==> config.mk <==
export PLATFORM = sky130hd
export DESIGN_NAME = wmis_div
export DESIGN_NICKNAME = d
export VERILOG_FILES = /design/src/rtl/wmis_pkg.sv /design/src/rtl/wmis_div.sv
export SDC_FILE = /design/constraint.sdc
export NUM_CORES = 1
export LEC_CHECK = 0
export BUFFER_PORTS_ARGS = -buffer_cell sky130_fd_sc_hd__buf_2
export CORE_ASPECT_RATIO = 0.9
export CORE_MARGIN = 4
export CORE_UTILIZATION = 58
export DETAILED_ROUTE_END_ITERATION = 8
export PLACE_DENSITY = 0.8
export SLEW_MARGIN = 30
export SYNTH_ARGS = -nofsm -noshare
export SYNTH_HDL_FRONTEND = slang
export SYNTH_SLANG_ARGS = --single-unit
export TNS_END_PERCENT = 1
==> constraint.sdc <==
create_clock -name i_clk -period 8.3 [get_ports i_clk]
set_input_delay 0 -clock i_clk [delete_from_list [all_inputs] [get_ports i_clk]]
set_output_delay 0 -clock i_clk [all_outputs]
set_load 0.02 [all_outputs]
==> src/rtl/wmis_pkg.sv <==
// wmis_pkg: commands, opcodes, status codes and sequencer states of the word machine
// no dependencies
`default_nettype none
package wmis_pkg;
    localparam int unsigned WORD_W = 32;
    localparam int unsigned CMD_W  = 3;
    localparam int unsigned ADDR_W = 9;
    localparam int unsigned STAT_W = 3;

    typedef enum logic [CMD_W-1:0] {
        CMD_LOAD = 3'd0, CMD_RESTART = 3'd1, CMD_STEP = 3'd2,
        CMD_PEEK_MEM = 3'd3, CMD_PEEK_REG = 3'd4
    } t_cmd;

    localparam logic [STAT_W-1:0] ST_OK    = 3'd0;
    localparam logic [STAT_W-1:0] ST_HALT  = 3'd1;
    localparam logic [STAT_W-1:0] ST_BADOP = 3'd2;
    localparam logic [STAT_W-1:0] ST_RANGE = 3'd3;
    localparam logic [STAT_W-1:0] ST_DIV   = 3'd4;

    localparam logic [WORD_W-1:0] OP_MOVI = 32'd1;
    localparam logic [WORD_W-1:0] OP_MOV  = 32'd2;
    localparam logic [WORD_W-1:0] OP_ADD  = 32'd3;
    localparam logic [WORD_W-1:0] OP_SUB  = 32'd4;
    localparam logic [WORD_W-1:0] OP_MUL  = 32'd5;
    localparam logic [WORD_W-1:0] OP_IDIV = 32'd6;
    localparam logic [WORD_W-1:0] OP_JMP  = 32'd7;
    localparam logic [WORD_W-1:0] OP_JNZ  = 32'd8;
    localparam logic [WORD_W-1:0] OP_OUT  = 32'd9;
    localparam logic [WORD_W-1:0] OP_HALT = 32'd10;
    localparam logic [WORD_W-1:0] OP_LD   = 32'd11;
    localparam logic [WORD_W-1:0] OP_ST   = 32'd12;
    localparam logic [WORD_W-1:0] OP_JAL  = 32'd13;
    localparam logic [WORD_W-1:0] OP_RET  = 32'd14;
    localparam logic [WORD_W-1:0] OP_PUSH = 32'd15;
    localparam logic [WORD_W-1:0] OP_POP  = 32'd16;
    localparam logic [WORD_W-1:0] OP_LDLO = 32'd17;
    localparam logic [WORD_W-1:0] OP_STLO = 32'd18;

    localparam int unsigned REG_IP = 0;
    localparam int unsigned REG_RP = 29;
    localparam int unsigned REG_FP = 30;
    localparam int unsigned REG_SP = 31;

    typedef enum logic [4:0] {
        S_IDLE, S_CLEAR, S_RD_IP, S_WT_IP, S_F_OP, S_W_OP, S_F_A, S_W_A, S_F_B, S_W_B,
        S_DEC, S_RD_A, S_W_RA, S_RD_B, S_W_RB, S_RD_X, S_W_RX, S_EXEC, S_DIV,
        S_MEM, S_W_MEM, S_WB1, S_WB2, S_WB3, S_PEEK_R, S_W_PR, S_DONE
    } t_state;

    typedef struct packed {
        logic                start;
        logic [WORD_W-1:0]   dividend;
        logic [WORD_W-1:0]   divisor;
    } t_div_req;
endpackage
`default_nettype wire

==> src/rtl/wmis_div.sv <==
// wmis_div: signed 32-bit divider, one quotient bit per cycle, truncating toward zero
// depends on wmis_pkg
`default_nettype none
module wmis_div
    import wmis_pkg::*;
(
    input  wire logic              i_clk,
    input  wire logic              i_rst_n,
    input  wire t_div_req          i_req,
    output logic                   o_done,
    output logic [WORD_W-1:0]      o_quot
);
    logic [WORD_W-1:0] r_q, n_q, r_d, n_d;
    logic [WORD_W:0]   r_rem, n_rem;
    logic [5:0]        r_cnt, n_cnt;
    logic              r_neg, n_neg, r_busy, n_busy, r_done, n_done;
    logic [WORD_W:0]   sh, df;

    always_comb begin
        n_q = r_q; n_d = r_d; n_rem = r_rem; n_cnt = r_cnt; n_neg = r_neg;
        n_busy = r_busy; n_done = 1'b0;
        sh = {r_rem[WORD_W-1:0], r_q[WORD_W-1]};
        df = sh - {1'b0, r_d};
        if (i_req.start) begin
            n_q = i_req.dividend[WORD_W-1] ? (32'd0 - i_req.dividend) : i_req.dividend;
            n_d = i_req.divisor[WORD_W-1] ? (32'd0 - i_req.divisor) : i_req.divisor;
            n_neg = i_req.dividend[WORD_W-1] ^ i_req.divisor[WORD_W-1];
            n_rem = '0; n_cnt = 6'd0; n_busy = 1'b1;
        end else if (r_busy) begin
            if (!df[WORD_W]) begin
                n_rem = df; n_q = {r_q[WORD_W-2:0], 1'b1};
            end else begin
                n_rem = sh; n_q = {r_q[WORD_W-2:0], 1'b0};
            end
            n_cnt = r_cnt + 6'd1;
            if (r_cnt == 6'd31) begin
                n_busy = 1'b0; n_done = 1'b1;
            end
        end
    end

    always_ff @(posedge i_clk) begin
        if (!i_rst_n) begin
            r_busy <= 1'b0; r_done <= 1'b0;
        end else begin
            r_busy <= n_busy; r_done <= n_done;
        end
        r_q <= n_q; r_d <= n_d; r_rem <= n_rem; r_cnt <= n_cnt; r_neg <= n_neg;
    end

    assign o_done = r_done;
    assign o_quot = r_neg ? (32'd0 - r_q) : r_q;
endmodule
`default_nettype wire

# --- Yosys cells after proc, flatten, opt, wreduce, memory -nomap -nowiden ---
# Cells that the tools add are included.
totals:
  ff_bits: 105
  latch_bits: 0
  mem_bits_rw: 0
  rom_bits: 0
  input_bits: 67
  output_inout_bits: 33
  mem_count: 0
op_classes:
  add_sub_neg: 5
  multipliers: 0
  div: 0
  n_lt_le_gt_ge: 0
  n_eq_ne: 1
  shift: 0
  mux: 11
  bitwise: 3
  reduce_logical: 2
ops:
  columns: ["op", "n"]
  rows:
  - ["$mux 32", 5]
  - ["$sub 1x32->32 const A", 3]
  - ["$sub 33x32->33", 1]
  - ["$mux 31", 1]
  - ["$add 6x1->6 const B", 1]
  - ["$eq 6x5->1 const B", 1]
  - ["$mux 1", 5]
  - ["$reduce_or 3->1", 1]
  - ["$not 1->1", 2]
  - ["$reduce_bool 2->1", 1]
  - ["$xor 1x1->1", 1]

# --- Logic depth before layout (Yosys ltp) ---
# Gate-level depths: netlist (run 1).
depth:
  depth_word: 4
  mapped_depth: 14

# --- Worst setup path after synthesis (run 1) ---
# No wires, ideal clock.
synth_timing:
  kind: "reg2reg"
  from: "register r_q[31]"
  to: "register r_rem[5]"
  setup_time_ns: 0.140
  arrival_ns: 3.522
  t_required_ns: 8.160
  setup_slack_ns: 4.639
  stages_incl_launch_ff: 14
  path_buffers: 1
  path_cell_list: "edfxtp_1 > inv_1 > ha_1 > fa_1 > nand2b_1 > a21oi_1 > nor2_1 > o31ai_1 > a2111oi_0 > o31ai_1 > xnor2_1 > buf_2 > mux2i_1 > a211oi_1"
synth_via:
  elab_chain_len: 2
synth_lines:
  columns: ["element", "line", "source"]
  rows:
  - ["start: declaration", "wmis_div.sv:13", "logic [WORD_W-1:0] r_q, n_q, r_d, n_d;"]
  - ["start signal: assignment", "wmis_div.sv:48", "r_q <= n_q; r_d <= n_d; r_rem <= n_rem; r_cnt <= n_cnt; r_neg <= n_neg;"]
  - ["$sub 33x32->33", "wmis_div.sv:23", "df = sh - {1'b0, r_d};"]
  - ["$mux 32", "wmis_div.sv:30", "if (!df[WORD_W]) begin"]
  - ["end signal: assignment", "wmis_div.sv:48", null]
  - ["end: declaration", "wmis_div.sv:14", "logic [WORD_W:0] r_rem, n_rem;"]
# No other way between the ends.
# A chain may end at the register's enable or synchronous reset.

# --- Worst setup path after layout (run 1) ---
layout_timing:
  from: "register r_q[31]"
  to: "register r_rem[29]"
# Same word-level chain as after synthesis.

==> impl_metrics.env, run 1 <==
export IMPL_run_status="complete, no violations"
export IMPL_ir_drop_uv=167
export IMPL_area_delta_synth_final_pct=16.2
export IMPL_ys_seq_area_share_pct=37.1
export IMPL_layout_drive_gt1_share_pct=14.2
export IMPL_placed_cells=1056
export IMPL_power_density_mw_per_mm2=189
export IMPL_crit_top_cell="o31ai_1"
export IMPL_synthCells=827
export IMPL_antenna_found_initial=0
export IMPL_final_cell_count_no_fill=1102
export IMPL_crit_path_end="r_rem[29]"
export IMPL_relSlewSlack_pct=35.4
export IMPL_drc=0
export IMPL_syn_area_per_cell_um2=8.98
export IMPL_crit_chain="inv_1 > ha_1 > fa_1 > nand2b_1 > a21oi_1 > nor2_1 > o31ai_1 > a2111oi_0 > o31ai_1 > xnor2_2 > buf_4 > o311ai_1 > a311oi_1"
export IMPL_fin_crit_ns=4.41
export IMPL_finalCritPeriodShare_pct=53.2
export IMPL_post_cts_repair_setup_buffers=0
export IMPL_yosysWarnings=0
export IMPL_drv_slew=0
export IMPL_drt_iter0_markers=593
export IMPL_p_leak_uw=0.00343
export IMPL_synthFlopType="edfxtp_1"
export IMPL_dp_hpwl_mm=11.7
export IMPL_clk_pin_slew_ns=0.08
export IMPL_rr_worst_depth=13
export IMPL_synth_area_leaders="edfxtp_1, dfxtp_1, xnor2_1"
export IMPL_grt_pass1_wl_mm=28.0
export IMPL_die_h_um=115
export IMPL_io_pins=100
export IMPL_grt_setup_unrepaired="no"
export IMPL_drv_cap=0
export IMPL_synth_nets=931
export IMPL_synthDistinctLibCells=52
export IMPL_design_area_mm2=0.00863
export IMPL_whs_ns=0.0192
export IMPL_clk_latency_ns=0.36
export IMPL_die_w_um=127
export IMPL_grt_usage_pct=23.3
export IMPL_yosysTopAreaCell="edfxtp_1"
export IMPL_worst_pin_slew_ns=0.969
export IMPL_hold_class="primary input to register"
export IMPL_syn_area_mm2=0.00743
export IMPL_dr_pass1_iters=5
export IMPL_rows=38
export IMPL_synth_async_reset_ratio_pct=0
export IMPL_via_count=6390
export IMPL_gp_congestion=0.907
export IMPL_overflow=0
export IMPL_cts_htree_levels=3
export IMPL_cts_sinks=105
export IMPL_reg2reg_from="r_q[31]"
export IMPL_cp_slowest_stage_delay_ns=0.69
export IMPL_yosysTopAreaCellShare_pct=26.3
export IMPL_fmax_mhz=227
export IMPL_timing_rr_end="r_rem[29]"
export IMPL_end_kind="register"
export IMPL_initial_utilization_pct=60.3
export IMPL_numCtsBuffers=9
export IMPL_wl_per_cell_um=15.2
export IMPL_synth_top_cells_by_count="nor2_1, xnor2_1, edfxtp_1"
export IMPL_critPathMaxFanout=29
export IMPL_cts_root_buf="clkbuf_16"
export IMPL_portBuffers=99
export IMPL_cts_buffer_depth=2
export IMPL_cts_tree="built"
export IMPL_fin_worst_skew_ns=0.0107
export IMPL_slowest_stage="o31ai_1"
export IMPL_postRouteAntennaNets=0
export IMPL_setup_violations_final=0
export IMPL_antenna_cells=0
export IMPL_rrSetupSlack_ns=3.89
export IMPL_cp_required_ns=8.56
export IMPL_yosysMostFrequentCell="nor2_1"
export IMPL_die_area_mm2=0.0147
export IMPL_finalPower_uw=1630
export IMPL_wirelength_mm=16.8
export IMPL_cp_startpoint="r_q[31]"
export IMPL_placed_cell_area_mm2=0.00803
export IMPL_grt_max_degree=96
export IMPL_nets=1041
export IMPL_arrival_ns=4.67
export IMPL_ys_seq_elements=105
export IMPL_cts_resized=0
export IMPL_critical_path_class="register to register"
export IMPL_grt_pass1_vias=5962
export IMPL_fin_setup_tns_ns=0
export IMPL_finalHoldViolations=0
export IMPL_viasPerCell=5.80
export IMPL_synth_edf_count=65
export IMPL_coreArea_mm2=0.0123
export IMPL_start_kind="register"
[sequential cells by signal (all words and copies together), names as in the netlist]
name	flops
o_done	1
r_busy	1
r_cnt	6
r_d	32
r_neg	1
r_q	32
r_rem	32
[cells by family (layout without fill, tap and decap cells)]
| family | after synthesis | in the layout | synth area share, % |
|---|---|---|---|
| muxes | 30 | 30 | 4.04 |
| xor gates and xnor gates | 121 | 121 | 14.3 |
| adders and majority gates | 37 | 37 | 6.33 |
| DFF | 105 | 105 | 37.1 |
| buffers and inverters | 83 | 198 | 4.30 |
| AOI/OAI and AO/OA | 224 | 224 | 19.0 |
| and+or+nand+nor | 227 | 227 | 15.0 |
[routing by layer]
| layer | GRT usage (%) | wire length [um] | up-vias |
|---|---|---|---|
| li1 | - | - | 3214 |
| met1 | 31.3 | 7480 | 2946 |
| met2 | 39.2 | 8060 | 203 |
| met3 | 4.13 | 964 | 27 |
| met4 | 6.15 | 286 | 0 |
| met5 | 0 | 0 | - |
[cell usage in the layout (no fill, tap or decap), types with 36 or more instances in the layout]
cell,count
dfxtp_1,39
buf_2,98
edfxtp_1,65
xor2_1,44
o21ai_0,42
inv_1,49
xnor2_1,76
a21oi_1,63
nor2_1,88
nand2_1,61
ha_1,36
[power by group]
part | switching [uW] | internal [uW] | leakage [uW]
clock network | 209 | 213 | 0.000146
registers | 49.1 | 617 | 0.000967
logic | 308 | 231 | 0.00231
[stage by stage]
stage               util [%]  setup WS, ns
finish                  70.1          3.89
global route            70.1          3.46
CTS                     70.1          3.87
detailed placement      65.2          3.89
global placement        65.2          4.06
floorplan                  -          4.64
[critical path, delay by kind of cell, from the launching register on]
kind	cells	cell delay [ns]
AOI/OAI and AO/OA	6	2.14
xor gates and xnor gates	1	0.30
DFF	1	0.39
buffers and inverters	2	0.58
and+or+nand+nor	2	0.26
adders and majority gates	2	0.61
[worst min-delay path by stage]
stage | start | to | slack, ns | cells past startpoint
floorplan | i_req[0] | r_d[0] | 0.1 | 0
global placement | i_req[0] | r_d[0] | 0.26 | 1
detailed placement | i_req[0] | r_d[0] | 0.26 | 1
CTS | i_req[10] | r_d[10] | 0.007 | 2
global route | i_req[10] | r_d[10] | 0.03 | 2
finish | i_req[10] | r_d[10] | 0.02 | 2
[repair_timing]
| action | CTS | global route |
|---|---|---|
| hold endpoints to repair | 32 | 0 |
| endpoints found under the setup margin | 0 | 0 |
| hold buffers | 30 | 0 |
[area by class of cell]
class	count	area, um^2
flip-flops and latches	105	2750
clock buffers	9	225
fillers	976	3680
well taps	160	200
inverters	49	184
clock inverters	7	71.3
repair buffers	133	832
multi-input cells	639	4360
Power figures use the tool's default switching activity.
==> inputs of run 2 (changes only) <==
- CORE_UTILIZATION: 58 -> 53
- PLACE_DENSITY: 0.8 -> 0.77
- clock period: 8.3 -> 3.54 ns (I/O delays scaled with it)
==> run 2 against run 1 <==
Net effect: the run now ends with setup timing left; combinational power grew to 2.6 times the previous value; critical endpoint is now o_quot[29]; worst setup slack lost 4.1 ns; core utilization fell by 3.7 points; die area grew 8.8%; worst hold slack got worse by 0.0057 ns; clock power is 130% higher; global-route usage fell by 1.1 points; highest routed layer unchanged; power is 140% higher; sequential share of layout area decreased by 1.2 points; register-to-register slack worse by 3.6 ns; clock-buffer cell count increased by 1; cell count grew 3.1%.
==> impl_metrics.env, run 2 (same netlist as run 1, synthesis figures left out) <==
export IMPL_run_status="complete, but fails checks"
export IMPL_violations="setup timing"
export IMPL_setup_ws_ns=-0.253
export IMPL_placed_cell_area_mm2=0.00827
export IMPL_coreArea_mm2=0.0135
export IMPL_drv_cap=0
export IMPL_finalCritPeriodShare_pct=107
export IMPL_antenna_found_initial=0
export IMPL_initial_utilization_pct=55.0
export IMPL_grt_max_degree=57
export IMPL_whs_ns=0.0135
export IMPL_cts_sinks=105
export IMPL_top_regs="r_d x32, r_q x32, r_rem x32"
export IMPL_via_count=6442
export IMPL_antenna_cells=0
export IMPL_cts_htree_levels=3
export IMPL_p_leak_uw=0.00358
export IMPL_numCtsBuffers=9
export IMPL_die_h_um=120
export IMPL_clk_pin_slew_ns=0.07
export IMPL_fin_crit_ns=3.79
export IMPL_end_kind="output pin"
export IMPL_grt_setup_unrepaired="yes"
export IMPL_multiInputGateArea_mm2=0.00447
export IMPL_area_delta_synth_final_pct=20.8
export IMPL_drc=0
export IMPL_overflow=0
export IMPL_wirelength_mm=17.4
export IMPL_fmax_mhz=264
export IMPL_layout_drive_gt1_share_pct=17.7
export IMPL_dr_pass1_iters=5
export IMPL_dp_hpwl_mm=12.4
export IMPL_dpl_worst_slack_ns=-0.00290
export IMPL_nFillCells=1072
export IMPL_cp_required_ns=3.54
export IMPL_layout_common_cells="buf_2, nor2_1, xnor2_1"
export IMPL_rows=40
export IMPL_grt_usage_pct=22.2
export IMPL_clk_latency_ns=0.35
export IMPL_power_density_mw_per_mm2=438
export IMPL_grt_pass1_wl_mm=29.3
export IMPL_die_w_um=133
export IMPL_critPathMaxFanout=3
export IMPL_viasPerCell=5.67
export IMPL_fin_worst_skew_ns=0.00818
export IMPL_cts_root_buf="clkbuf_16"
export IMPL_cts_buffer_depth=2
export IMPL_register_area_mm2=0.00275
export IMPL_drv_slew=0
export IMPL_wl_per_cell_um=15.3
export IMPL_finalPower_uw=3930
export IMPL_grt_pass1_vias=6145
export IMPL_relSlewSlack_pct=60.9
export IMPL_portBuffers=99
export IMPL_postRouteAntennaNets=0
export IMPL_start_kind="register"
export IMPL_design_area_mm2=0.00897
export IMPL_hold_class="primary input to register"
export IMPL_gp_congestion=0.871
export IMPL_finalHoldViolations=0
export IMPL_nets=1067
export IMPL_die_area_mm2=0.0160
export IMPL_io_pins=100
export IMPL_worst_pin_slew_ns=0.586
export IMPL_drt_iter0_markers=431
export IMPL_ir_drop_uv=281
export IMPL_critical_path_class="register to output pin"
export IMPL_cts_tree="built"
export IMPL_setup_violations_final=6
export IMPL_final_common_cell="buf_2"
export IMPL_arrival_ns=3.79
## run 2: cell count changes in the layout (fill, tap and decap cells not counted), sizes merged
cell / previous run / this run
inv: 54 / 51
dlygate4sd3: 30 / 29
clkinvlp: 0 / 1
clkinv: 2 / 3
clkbuf: 9 / 10
buf: 103 / 130
## run 2: final cells by class
type / count / area share, %
multi-input combinational: 639 / 49.8
sequential: 105 / 30.7
timing repair buffer: 159 / 11.9
clock buffer: 10 / 2.66
tap: 168 / 2.34
inverter: 49 / 2.05
clock inverter: 6 / 0.572
## run 2: final timing paths
kind / from / endpoint / slack [ns] / depth (start not counted)
setup / recovery: r_q[6] / o_quot[29] / -0.25 / 9
hold / removal: i_req[16] / r_d[16] / 0.01 / 2
setup reg to reg: r_q[31] / r_rem[0] / 0.26 / 15
hold reg to reg: r_cnt[5] / o_done / 0.50 / 1
## run 2: repair_timing
action,in CTS,in global routing
setup endpoints to repair,9,36
pin swaps,5,2
hold buffers,29,0
setup buffers,0,1
gates resized for setup,11,10
hold endpoints to repair,31,0
## run 2: worst max-delay path, stage by stage, from the launching register on
cell	delay (ns)
edfxtp_1	0.39
or4_4	0.55
or3_1	0.37
or4_4	0.44
or3_4	0.35
or3_4	0.33
or4_4	0.46
o41ai_4	0.23
xnor2_1	0.14
buf_2	0.18
## run 2: layer usage
| metal | routed length, um | part of all wire [%] | GRT usage, % |
|---|---|---|---|
| met3 | 605 | 3.5 | 3.83 |
| met1 | 8450 | 48 | 30.2 |
| met5 | 0 | 0 | 0 |
| met2 | 8070 | 46 | 36.0 |
| met4 | 302 | 1.7 | 7.08 |
## run 2: per-stage QoR
stage / instances / utilization, % / TNS, ns
3_3_place_gp: 1089 / 61.2 / 0
4_1_cts: 1134 / 65.9 / -1.28
6_report: 1136 / 66.4 / -1.10
2_1_floorplan: 827 / - / 0
5_1_grt: 1136 / 66.4 / -1.81
3_5_place_dp: 1089 / 61.2 / -0.00290
## run 2: report_power, final
group / total, uW / leakage, uW / switching (uW) / internal (uW)
clock network: 976 / 0.000140 / 471 / 505
registers: 1560 / 0.000967 / 114 / 1450
logic: 1390 / 0.00248 / 767 / 622
